### src/rtl/i2cmra_pkg.sv
// ----------------------------------------------------------------------------
// i2cmra_pkg
// Shared types and constants for the i2c master register access block.
// ----------------------------------------------------------------------------
package i2cmra_pkg;

  // op codes of a command item
  localparam logic [1:0] OP_NONE  = 2'd0;
  localparam logic [1:0] OP_WRITE = 2'd1;
  localparam logic [1:0] OP_READ  = 2'd2;

  // slot length after reset, in ticks
  localparam logic [15:0] SLOT_TICKS_RESET = 16'd5;

  // bus phases, one delay slot each except idle
  typedef enum logic [4:0] {
    PH_IDLE     = 5'd0,
    PH_START_A  = 5'd1,
    PH_START_B  = 5'd2,
    PH_START_C  = 5'd3,
    PH_TX_PRE   = 5'd4,
    PH_TX_SET   = 5'd5,
    PH_TX_HIGH  = 5'd6,
    PH_TX_LOW   = 5'd7,
    PH_ACK_HIGH = 5'd8,
    PH_ACK_LOW  = 5'd9,
    PH_RX_LOW   = 5'd10,
    PH_RX_HIGH  = 5'd11,
    PH_MACK_A   = 5'd12,
    PH_MACK_B   = 5'd13,
    PH_STOP_PRE = 5'd14,
    PH_STOP_A   = 5'd15,
    PH_STOP_B   = 5'd16
  } phase_t;

  // which byte of the transaction is on the bus
  typedef enum logic [2:0] {
    ST_ADDR_W = 3'd0,
    ST_REG    = 3'd1,
    ST_DATA_W = 3'd2,
    ST_ADDR_R = 3'd3,
    ST_DATA_R = 3'd4
  } stage_t;

  // one tick of input
  typedef struct packed {
    logic [1:0] op;
    logic [6:0] device_address;
    logic [7:0] register_address;
    logic [7:0] byte_count;
    logic [7:0] write_byte;
    logic       sda_in;
  } cmd_t;

  // one tick of bus drive and status
  typedef struct packed {
    logic       scl;
    logic       sda_out;
    logic       sda_drive;
    logic       busy_res;
    logic       write_taken;
    logic       read_valid;
    logic [7:0] read_data;
    logic       done_res;
    logic       status;
  } rsp_t;

endpackage

### src/rtl/i2cmra_core.sv
// ----------------------------------------------------------------------------
// i2cmra_core
// Bus phase sequencer: advances the transaction state by one tick per step
// and produces that tick's bus levels and status.
// ----------------------------------------------------------------------------
module i2cmra_core import i2cmra_pkg::*; (
  input  logic        clk,
  input  logic        rst,
  input  logic        step,
  input  cmd_t        item,
  input  logic [15:0] slot_ticks,
  output rsp_t        res
);

  phase_t      phase, phase_next, act_phase;
  stage_t      stage, stage_next;
  logic [15:0] slot_timer, slot_timer_next, timer_cur, slot_len;
  logic [3:0]  bit_position, bit_position_next, rx_pos;
  logic [7:0]  shifter, shifter_next, rx_shift;
  logic [7:0]  bytes_left, bytes_left_next, bytes_dec;
  logic [6:0]  target_device, target_device_next;
  logic [7:0]  target_register, target_register_next;
  logic        read_mode, read_mode_next;
  logic        nack_seen, nack_seen_next;
  logic        failed, failed_next;
  logic        tx_bit, mack, slot_end;

  // state register
  always_ff @(posedge clk) begin
    if (rst) begin
      phase           <= PH_IDLE;
      stage           <= ST_ADDR_W;
      slot_timer      <= '0;
      bit_position    <= '0;
      shifter         <= '0;
      bytes_left      <= '0;
      target_device   <= '0;
      target_register <= '0;
      read_mode       <= 1'b0;
      nack_seen       <= 1'b0;
      failed          <= 1'b0;
    end else if (step) begin
      phase           <= phase_next;
      stage           <= stage_next;
      slot_timer      <= slot_timer_next;
      bit_position    <= bit_position_next;
      shifter         <= shifter_next;
      bytes_left      <= bytes_left_next;
      target_device   <= target_device_next;
      target_register <= target_register_next;
      read_mode       <= read_mode_next;
      nack_seen       <= nack_seen_next;
      failed          <= failed_next;
    end
  end

  // helpers from the current state
  assign slot_len  = (slot_ticks == 16'd0) ? 16'd1 : slot_ticks;
  assign tx_bit    = shifter[bit_position[2:0]];
  assign mack      = (bytes_left == 8'd1);
  assign bytes_dec = bytes_left - 8'd1;
  assign rx_shift  = {shifter[6:0], item.sda_in};
  assign rx_pos    = bit_position + 4'd1;

  // next state and tick outputs
  always_comb begin
    phase_next           = phase;
    stage_next           = stage;
    slot_timer_next      = slot_timer;
    bit_position_next    = bit_position;
    shifter_next         = shifter;
    bytes_left_next      = bytes_left;
    target_device_next   = target_device;
    target_register_next = target_register;
    read_mode_next       = read_mode;
    nack_seen_next       = nack_seen;
    failed_next          = failed;
    act_phase            = phase;
    timer_cur            = slot_timer;
    slot_end             = 1'b0;
    res                  = '0;
    res.scl              = 1'b1;
    res.sda_out          = 1'b1;
    res.sda_drive        = 1'b1;
    res.busy_res         = 1'b1;

    // idle: take a new transaction
    if (phase == PH_IDLE || phase > PH_STOP_B) begin
      act_phase  = PH_IDLE;
      phase_next = PH_IDLE;
      if (item.op == OP_WRITE || item.op == OP_READ) begin
        read_mode_next       = (item.op == OP_READ);
        target_device_next   = item.device_address;
        target_register_next = item.register_address;
        bytes_left_next      = item.byte_count;
        stage_next           = ST_ADDR_W;
        failed_next          = 1'b0;
        nack_seen_next       = 1'b0;
        timer_cur            = '0;
        slot_timer_next      = '0;
        act_phase            = PH_START_A;
        phase_next           = PH_START_A;
      end
    end

    // bus levels of the active slot
    case (act_phase)
      PH_START_A: begin
        res.scl = 1'b1; res.sda_out = 1'b1;
      end
      PH_START_B, PH_STOP_A: begin
        res.scl = 1'b1; res.sda_out = 1'b0;
      end
      PH_START_C, PH_TX_PRE, PH_STOP_PRE: begin
        res.scl = 1'b0; res.sda_out = 1'b0;
      end
      PH_TX_SET, PH_TX_LOW: begin
        res.scl = 1'b0; res.sda_out = tx_bit;
      end
      PH_TX_HIGH: begin
        res.scl = 1'b1; res.sda_out = tx_bit;
      end
      PH_ACK_HIGH, PH_RX_HIGH: begin
        res.scl = 1'b1; res.sda_drive = 1'b0;
      end
      PH_ACK_LOW, PH_RX_LOW: begin
        res.scl = 1'b0; res.sda_drive = 1'b0;
      end
      PH_MACK_A: begin
        res.scl = 1'b0; res.sda_out = mack;
      end
      PH_MACK_B: begin
        res.scl = 1'b1; res.sda_out = mack;
      end
      PH_STOP_B: begin
        res.scl = 1'b1; res.sda_out = 1'b1;
      end
      default: begin
        res.busy_res = 1'b0;
      end
    endcase

    // slot timer
    if (act_phase != PH_IDLE) begin
      if (({1'b0, timer_cur} + 17'd1) < {1'b0, slot_len}) begin
        slot_timer_next = timer_cur + 16'd1;
      end else begin
        slot_timer_next = '0;
        slot_end        = 1'b1;
      end
    end

    // phase transitions at the end of a slot
    if (slot_end) begin
      case (act_phase)
        PH_START_A: phase_next = PH_START_B;
        PH_START_B: phase_next = PH_START_C;
        PH_START_C: begin
          if (stage == ST_ADDR_R) begin
            shifter_next = {target_device, 1'b1};
            stage_next   = ST_ADDR_R;
          end else begin
            shifter_next = {target_device, 1'b0};
            stage_next   = ST_ADDR_W;
          end
          bit_position_next = 4'd7;
          phase_next        = PH_TX_PRE;
        end
        PH_TX_PRE:  phase_next = PH_TX_SET;
        PH_TX_SET:  phase_next = PH_TX_HIGH;
        PH_TX_HIGH: phase_next = PH_TX_LOW;
        PH_TX_LOW: begin
          if (bit_position[2:0] == 3'd0) begin
            phase_next = PH_ACK_HIGH;
          end else begin
            bit_position_next = {1'b0, bit_position[2:0] - 3'd1};
            phase_next        = PH_TX_SET;
          end
        end
        PH_ACK_HIGH: begin
          nack_seen_next = item.sda_in;
          phase_next     = PH_ACK_LOW;
        end
        PH_ACK_LOW: begin
          case (stage)
            ST_ADDR_W: begin
              if (nack_seen) begin
                failed_next = 1'b1;
                phase_next  = PH_STOP_PRE;
              end else begin
                shifter_next      = target_register;
                stage_next        = ST_REG;
                bit_position_next = 4'd7;
                phase_next        = PH_TX_PRE;
              end
            end
            ST_REG, ST_DATA_W: begin
              if (stage == ST_REG && read_mode) begin
                // repeated start for the read address
                stage_next = ST_ADDR_R;
                phase_next = PH_START_A;
              end else if (stage == ST_DATA_W && nack_seen) begin
                failed_next = 1'b1;
                phase_next  = PH_STOP_PRE;
              end else if (bytes_left == 8'd0) begin
                failed_next = 1'b0;
                phase_next  = PH_STOP_PRE;
              end else begin
                // fetch the next data byte
                res.write_taken   = 1'b1;
                bytes_left_next   = bytes_dec;
                shifter_next      = item.write_byte;
                stage_next        = ST_DATA_W;
                bit_position_next = 4'd7;
                phase_next        = PH_TX_PRE;
              end
            end
            default: begin
              if (nack_seen) begin
                failed_next = 1'b1;
                phase_next  = PH_STOP_PRE;
              end else if (bytes_left == 8'd0) begin
                failed_next = 1'b0;
                phase_next  = PH_STOP_PRE;
              end else begin
                shifter_next      = '0;
                bit_position_next = '0;
                stage_next        = ST_DATA_R;
                phase_next        = PH_RX_LOW;
              end
            end
          endcase
        end
        PH_RX_LOW: phase_next = PH_RX_HIGH;
        PH_RX_HIGH: begin
          shifter_next      = rx_shift;
          bit_position_next = rx_pos;
          if (rx_pos[3]) begin
            res.read_valid = 1'b1;
            res.read_data  = rx_shift;
            phase_next     = PH_MACK_A;
          end else begin
            phase_next = PH_RX_LOW;
          end
        end
        PH_MACK_A: phase_next = PH_MACK_B;
        PH_MACK_B: begin
          bytes_left_next = bytes_dec;
          if (bytes_dec == 8'd0) begin
            failed_next = 1'b0;
            phase_next  = PH_STOP_PRE;
          end else begin
            shifter_next      = '0;
            bit_position_next = '0;
            stage_next        = ST_DATA_R;
            phase_next        = PH_RX_LOW;
          end
        end
        PH_STOP_PRE: phase_next = PH_STOP_A;
        PH_STOP_A:   phase_next = PH_STOP_B;
        default: begin
          res.done_res = 1'b1;
          res.status   = failed;
          phase_next   = PH_IDLE;
        end
      endcase
    end

    // released line reads high
    if (!res.sda_drive) begin
      res.sda_out = 1'b1;
    end
  end

endmodule

### src/rtl/i2c_master_register_access.sv
// ----------------------------------------------------------------------------
// i2c_master_register_access
// I2C master running register write and read transactions, one tick per item.
// ----------------------------------------------------------------------------
// Usage:
//   cmd channel (cmd_valid / cmd_stall / cmd): one item per bus tick, carrying
//   the op, addresses, byte count, the next write byte and the sampled SDA.
//   rsp channel (rsp_valid / rsp_stall / rsp): exactly one item per cmd item,
//   with SCL, SDA drive, busy, write_taken, read data and done/status.
//   cfg channel (cfg_valid / cfg_ready / cfg_data): slot length in ticks,
//   always ready; the user writes it only while no transaction is running.
// Path: a cmd item passes the input register, then the result register, before
//   its rsp item appears. Throughput: one item per cycle while no stall holds,
//   set by the single sequencer step between the two registers.
// Reset: bus sequencer idle, both registers empty, slot length 5 ticks.
// Stall: while rsp_stall holds a full result register, the input register
//   keeps its item and cmd_stall rises once it is full as well; the bus
//   sequencer advances only when a tick moves into the result register.
// ----------------------------------------------------------------------------
module i2c_master_register_access import i2cmra_pkg::*; (
  input  logic        clk,
  input  logic        rst,
  input  logic        cmd_valid,
  output logic        cmd_stall,
  input  cmd_t        cmd,
  output logic        rsp_valid,
  input  logic        rsp_stall,
  output rsp_t        rsp,
  input  logic        cfg_valid,
  output logic        cfg_ready,
  input  logic [15:0] cfg_data
);

  logic        in_full;
  cmd_t        in_item;
  logic        advance;
  logic [15:0] slot_ticks;
  rsp_t        core_res;

  // stage handshakes
  assign advance   = in_full && (!rsp_valid || !rsp_stall);
  assign cmd_stall = in_full && !advance;
  assign cfg_ready = 1'b1;

  // slot length register
  always_ff @(posedge clk) begin
    if (rst) begin
      slot_ticks <= SLOT_TICKS_RESET;
    end else if (cfg_valid && cfg_ready) begin
      slot_ticks <= cfg_data;
    end
  end

  // input register
  always_ff @(posedge clk) begin
    if (rst) begin
      in_full <= 1'b0;
    end else if (cmd_valid && !cmd_stall) begin
      in_full <= 1'b1;
    end else if (advance) begin
      in_full <= 1'b0;
    end
  end

  always_ff @(posedge clk) begin
    if (cmd_valid && !cmd_stall) begin
      in_item <= cmd;
    end
  end

  // bus sequencer
  i2cmra_core u_core (
    .clk        (clk),
    .rst        (rst),
    .step       (advance),
    .item       (in_item),
    .slot_ticks (slot_ticks),
    .res        (core_res)
  );

  // result register
  always_ff @(posedge clk) begin
    if (rst) begin
      rsp_valid <= 1'b0;
    end else if (advance) begin
      rsp_valid <= 1'b1;
    end else if (!rsp_stall) begin
      rsp_valid <= 1'b0;
    end
  end

  always_ff @(posedge clk) begin
    if (advance) begin
      rsp <= core_res;
    end
  end

  // every tick taken by the sequencer shows up as a result item
  a_step_to_rsp : assert property (@(posedge clk) disable iff (rst)
    advance |=> rsp_valid)
    else $error("sequencer step produced no result item");

  // input side holds off only when both registers are full and stalled
  a_stall_cause : assert property (@(posedge clk) disable iff (rst)
    cmd_stall |-> (in_full && rsp_valid && rsp_stall))
    else $error("cmd stalled without a full pipeline");

  // byte handoff happens only in slots where the slave owns SDA
  a_handoff_released : assert property (@(posedge clk) disable iff (rst)
    (rsp_valid && (rsp.read_valid || rsp.write_taken)) |-> !rsp.sda_drive)
    else $error("byte handoff while master drives SDA");

  // completion comes while busy and status only with completion
  a_done_busy : assert property (@(posedge clk) disable iff (rst)
    (rsp_valid && (rsp.done_res || rsp.status)) |-> (rsp.busy_res && rsp.done_res))
    else $error("done or status outside a finishing transaction");

endmodule
### config.mk
export PLATFORM = sky130hd
export DESIGN_NAME = i2c_master_register_access
export DESIGN_NICKNAME = d
export VERILOG_FILES = /design/src/rtl/i2cmra_pkg.sv /design/src/rtl/i2cmra_core.sv /design/src/rtl/i2c_master_register_access.sv
export SDC_FILE = /design/constraint.sdc
export NUM_CORES = 1
export LEC_CHECK = 0
export ABC_AREA = 1
export ABC_CLOCK_PERIOD_IN_PS = 4140
export BUFFER_PORTS_ARGS = -buffer_cell sky130_fd_sc_hd__clkbuf_2
export CAP_MARGIN = 20
export CORE_MARGIN = 2
export CORE_UTILIZATION = 52
export CTS_CLUSTER_SIZE = 10
export DETAILED_ROUTE_END_ITERATION = 8
export GPL_TIMING_DRIVEN = 0
export PLACE_DENSITY_LB_ADDON = 0.05
export SYNTH_ARGS = -nofsm -noshare
export SYNTH_HDL_FRONTEND = slang
export SYNTH_SLANG_ARGS = --single-unit
export TNS_END_PERCENT = 50
### constraint.sdc
create_clock -name clk -period 4.14 [get_ports clk]
set_input_delay 0.207 -clock clk [delete_from_list [all_inputs] [get_ports clk]]
set_output_delay 0.207 -clock clk [all_outputs]
set_load 0.01 [all_outputs]
==> run metrics, run 1 <==
fin nets=1242; Worst-path clk slew=about 0.060 ns; status=finished clean; Achievable Freq=245 MHz; Yosys top cell area share=a little over a fifth; global route overflow=0; 1st-iter DRT viols=768; Clock Path Buffers=2; Sink Count=between 100 and 150; Yosys warning count=0; Core ar.=0.0139 mm^2; Routed WL per cell=between 15 and 20 um; largest net degree at the start of global routing=27; crit path capture type=register; DRC=0; number of global-route vias before repair=6730; reg2reg end=u_core.phase[3]; initial antenna violation count=0; Hold/Removal Path Class=input port to register; library cells used by synthesis=48; cts bufs inserted=17; Seq cells post-synth=130; share of layout cells above drive strength 1=18.0%; Area Overhead vs Synth=26.8%; Slew Limit Fails=0; io pins=74; crit path from=u_core.phase[1]; Mean Syn Cell Area=approximately 7.4 um^2; post-synth top area cell=dfxtp_1; Crit Path Class=register to register; detailed placement HPWL=14900 um; startpoint types=register; die area=0.0153 mm^2; gr usage total=between 20% and 30%; clk_lat worst skew=~0.43 ns; top post-synthesis cells by area=dfxtp_1 (21%), edfxtp_1 (20%), nand2_1 (11%); setup TNS=0 ns; Max IR drop VDD=324 uV; Max-Cap Viols=0; Final Hold Viols=0; Cell Pwr Density=400 mW/mm^2; CP max FO=8; CTS tree=yes; Final setup viols=0; count of inserted antenna diode cells=0; Relative slew margins=44.7%; Routed WL=22200 um; via count=7375; CP arrival=~4.4 ns; Placement Rows=43; HP Start=cmd_valid; Initial DRT Pass Iterations=5; RePlAce Congestion=0.967; FF-to-FF Start=u_core.phase[1]; Mapped Nets=1090; Mapped Cells=1011; Reg2Reg Depth=26; Tightest Pin Transition=0.830 ns; htree depth=4; Post-DRT Antenna Nets=0; Worst R2R Setup Slack=0.06 ns; Final Skew=between 0.009 and 0.01 ns; Lkg Pwr=4.22 nW; post-layout min period=4.08 ns; sequential element share of the synthesized area=between 40% and 50%; Die Wd=about 120 um; Port Buffer Count=72; WHS Path Cells=3; final worst-path cycle share=98.6%; Hold Path End=in_full; Final Util=about two thirds; CP Data Required Time=4.47 ns; vias per cell=5.44; most common cell after layout, fill and taps aside=nand2_1; first-pass GRT wire length=34200 um; most frequent cells in the layout=nand2_1 (223), nor2_1 (144), inv_1 (108); Starting Density=a little over half; chip height=124 um; synthesized area=0.00746 mm^2; Clk Tree Root Cell=clkbuf_16
## cell families after synthesis
| group | synth area share (%) |
|---|---|
| simple gates | 30.1 |
| fa+ha+maj | 4.02 |
| other cells | 0.0502 |
| buf+inv | 8.87 |
| xor+xnor | 2.21 |
| mux | 0.134 |
| flops | 41.6 |
| compound gates | 13.1 |
## critical path, cell delays in order, from the launching register on
cell,delay (ns)
dfxtp_2,0.34
nor4_2,0.27
ha_1,0.31
nand2_2,0.11
buf_6,0.13
inv_8,0.04
buf_12,0.12
nor2_4,0.13
ha_4,0.16
nand3_4,0.06
nor2_4,0.23
buf_6,0.15
xor2_2,0.14
inv_1,0.10
ha_4,0.27
nand2_1,0.08
o21ai_0,0.25
a21oi_1,0.14
nand2_2,0.12
nand3_4,0.10
nand2_8,0.16
nand2_8,0.10
buf_8,0.16
a21oi_2,0.12
nand2_1,0.08
nand2_1,0.06
inv_1,0.03
## per-stage QoR
stage | power, mW | setup WS, ns | hold slack, ns | cells | instance area (um^2)
floorplan | 1.94 | 0.328 | 0.306 | 1011 | 7460
global placement | 2.14 | -0.446 | 0.383 | 1263 | 8050
detailed placement | 2.15 | -0.455 | 0.386 | 1265 | 8100
CTS | 3.65 | -0.00381 | 0.0223 | 1338 | 9100
global route | 3.93 | -0.135 | 0.0507 | 1356 | 9470
finish | 3.79 | 0.0586 | 0.0286 | 1356 | 9470
## cells in the mapped netlist, drive strengths merged
library cell and n:
nand2 236, a21o 1, xnor2 4, o221ai 8, o32ai 1, inv 118
a21oi 45, a32oi 8, nor3 12, nand3 67, buf 17, xor2 14
nand3b 4, o31ai 1, clkbuf 24, a31oi 17, o21a 2, conb 1
a211oi 2, o2111ai 1, nand4 20, o21ai 79, nor4 2, mux2i 1
ha 24, edfxtp 50, clkinv 2, nor2 163, o211ai 6, nor3b 1
dfxtp 80
## state kept, by name (all words and copies together) (netlist names)
name	count
slot_ticks	16
u_core.bit_position	4
u_core.target_register	8
rsp_valid	1
u_core.shifter	8
u_core.phase	5
u_core.nack_seen	1
u_core.stage	3
rsp	16
u_core.slot_timer	16
u_core.bytes_left	8
in_full	1
in_item	34
u_core.read_mode	1
u_core.failed	1
u_core.target_device	7
## how the worst max path moves through the flow
stage | cells after the start | slack, ns | endpoint
after global routing | 26 | -0.14 | u_core.phase[3]
after global placement | 24 | -0.45 | u_core.bytes_left[1]
final | 26 | 0.06 | u_core.phase[3]
after floorplan | 25 | 0.33 | u_core.phase[3]
after detailed placement | 24 | -0.45 | u_core.bytes_left[7]
after CTS | 24 | -0.004 | u_core.bit_position[1]
## repair_timing
action	CTS	global route
gates cloned	0	3
gates resized for setup	10	42
endpoints found under the hold margin	36	0
endpoints found under the setup margin	58	58
hold buffers	36	0
pin swaps	8	20
setup buffers	5	15
## power breakdown
group | internal, mW | switching, mW | leakage [nW]
logic | 0.329 | 0.543 | 2.81
registers | 1.41 | 0.0466 | 1.14
clock network | 0.794 | 0.670 | 0.272
## metal layers
metal / up-vias / GRT usage (%) / routed length, um
met2: 279 / 45.7 / 10300
li1: 3653 / - / -
met4: 0 / 9.52 / 405
met3: 30 / 6.09 / 1770
met1: 3413 / 40.7 / 9650
met5: - / 0 / 0
## cell type report
cell class	instances	area, um^2
Sequential cell	130	3100
Clock buffer	17	425
Timing Repair Buffer	133	983
Multi-Input combinational cell	720	3890
Inverter	120	463
Clock inverter	15	141
Tap cell	180	225
Buffer	41	236
Fill cell	1211	4470
(Power assumes the default switching activity.)
==> run 2: changes to the inputs <==
Settings changed: CORE_UTILIZATION 52 to 47.
==> run metrics, run 2 (synthesis gave the netlist of run 1 again) <==
Clock Path Buffers=2 (unchanged); status=finished clean (unchanged); Final Hold Viols=0 (unchanged); io pins=74 (unchanged); final worst-path cycle share=98.1% (was 98.6%); gr usage total=26.6% (was 29.3%); Initial DRT Pass Iterations=5 (unchanged); number of global-route vias before repair=6586 (was 6730); htree depth=4 (unchanged); Post-DRT Antenna Nets=0 (unchanged); 1st-iter DRT viols=605 (was 768); Final setup viols=0 (unchanged); CP max FO=7 (was 8); via count=7270 (was 7375); first-pass GRT wire length=34400 um (was 34200 um); most frequent cells in the layout=nand2_1 (222), nor2_1 (145), inv_1 (108) (was nand2_1 (223), nor2_1 (144), inv_1 (108)); cts bufs inserted=17 (unchanged); Routed WL=22100 um (was 22200 um); Slew Limit Fails=0 (unchanged); Final Skew=0.0141 ns (was 0.00933 ns); Worst-path clk slew=0.07 ns (was 0.06 ns); WHS Path Cells=3 (unchanged); flip-flop and latch area=0.00311 mm^2 (was 0.00310 mm^2); Sink Count=130 (unchanged); Clk Tree Root Cell=clkbuf_16 (unchanged); Power, Total=3.89 mW (was 3.79 mW); Crit Path Class=register to register (unchanged); Routed WL per cell=15.9 um (was 16.3 um); Multi-input gate area=0.00392 mm^2 (was 0.00389 mm^2); Hold/Removal Path Class=input port to register (unchanged); DRC=0 (unchanged); Max-Cap Viols=0 (unchanged); RePlAce Congestion=0.961 (was 0.967); fillers=1475 (was 1211); largest net degree at the start of global routing=26 (was 27); vias per cell=5.24 (was 5.44); Achievable Freq=246 MHz (was 245 MHz); Most flops, register=in_item (unchanged); most common cell after layout, fill and taps aside=nand2_1 (unchanged); post-layout min period=4.06 ns (was 4.08 ns); Starting Density=47.5% (was 53.6%); Area Overhead vs Synth=27.9% (was 26.8%); startpoint types=register (unchanged); Reg2Reg Depth=25 (was 26); initial antenna violation count=0 (unchanged); max reg flops=34 (unchanged); CP Data Required Time=4.43 ns (was 4.47 ns); detailed placement HPWL=15400 um (was 14900 um); clk_lat worst skew=0.44 ns (was 0.43 ns); Relative slew margins=45.6% (was 44.7%); Core ar.=0.0157 mm^2 (was 0.0139 mm^2); CTS tree=yes (unchanged); Tightest Pin Transition=0.816 ns (was 0.830 ns); share of layout cells above drive strength 1=17.8% (was 18.0%); global route overflow=0 (unchanged); worst hold margin=0.0122 ns (was 0.0286 ns); count of inserted antenna diode cells=0 (unchanged); die area=0.0169 mm^2 (was 0.0153 mm^2); Placement Rows=46 (was 43); CP arrival=4.35 ns (was 4.41 ns); Port Buffer Count=72 (unchanged); Die Wd=130 um (was 124 um); Max IR drop VDD=454 uV (was 324 uV); chip height=130 um (was 124 um); fin nets=1237 (was 1242); crit path capture type=register (unchanged); Lkg Pwr=4.23 nW (was 4.22 nW); Cell Pwr Density=407 mW/mm^2 (was 400 mW/mm^2)
-- run 2: cell count changes in the layout (fill, tap and decap cells not counted), sizes merged --
cell      delta
buf          -4
clkinvlp     -2
clkbuf       -1
inv          +1
clkinv       -1
bufinv       +2
-- run 2: through the flow --
step | worst slack [ns] | cells | util [%] | cell area, um^2 | setup TNS, ns
2_1_floorplan | 0.328 | 1011 | - | 7460 | 0
3_3_place_gp | -0.599 | 1299 | 51.5 | 8100 | -25.05
3_5_place_dp | -0.625 | 1301 | 51.9 | 8150 | -26.79
4_1_cts | 0.0000582 | 1375 | 58.9 | 9260 | 0
5_1_grt | -0.0522 | 1387 | 60.8 | 9550 | -0.218
6_report | 0.0795 | 1387 | 60.8 | 9550 | 0
-- run 2: cell type report --
cell class,count,area share [%]
inverter,120,4.88
sequential,130,32.5
tap,216,2.83
buffer,40,2.39
clock buffer,17,4.46
multi-input combinational,720,41.1
clock inverter,15,1.97
timing repair buffer,129,9.84
-- run 2: report_power, final --
part           switching, mW  internal (mW)  total [mW]  leakage, nW
Combinational          0.537          0.307       0.844         2.79
Clock                  0.672          0.919        1.59        0.301
Sequential            0.0462           1.40        1.45         1.14
Total                   1.26           2.63        3.89         4.23
-- run 2: path summary, 6_finish.rpt --
kind / start / end / slack [ns]
setup / recovery: u_core.phase[0] / u_core.phase[4] / 0.08
hold / removal: cmd_valid / in_full / 0.01
setup reg to reg: u_core.phase[0] / u_core.phase[4] / 0.08
hold reg to reg: in_item[27] / u_core.target_device[2] / 0.47
-- run 2: per-layer routing --
layer / up-vias / global-route usage (%) / share of wire, %
met5: - / 0 / 0
met4: 0 / 10.3 / 2.8
met3: 43 / 4.14 / 5.3
met2: 223 / 41.1 / 46
met1: 3358 / 37.5 / 46
li1: 3646 / - / -
-- run 2: timing repair --
item,in CTS,in global routing
endpoints found under the setup margin,58,58
hold endpoints to repair,36,0
resized for setup,23,34
setup buffers,6,12
pin swaps,11,25
gates cloned,0,1
hold buffers,36,0
-- run 2: critical path, stage by stage, from the launching register on --
cell       delay (ns)
dfxtp_4          0.37
nor4_4           0.37
ha_4             0.28
nand2_4          0.08
buf_8            0.10
inv_4            0.05
buf_12           0.12
nor2_4           0.12
ha_4             0.17
nand3_4          0.07
nor2_4           0.22
nand2_2          0.11
nor2_2           0.15
xor2_1           0.20
ha_1             0.28
a21oi_2          0.12
o21ai_1          0.07
nor2_1           0.13
o211ai_1         0.13
inv_2            0.11
nand2_8          0.11
nand2_8          0.15
clkbuf_16        0.16
nand2_1          0.05
nand3_1          0.09
a21oi_1          0.07
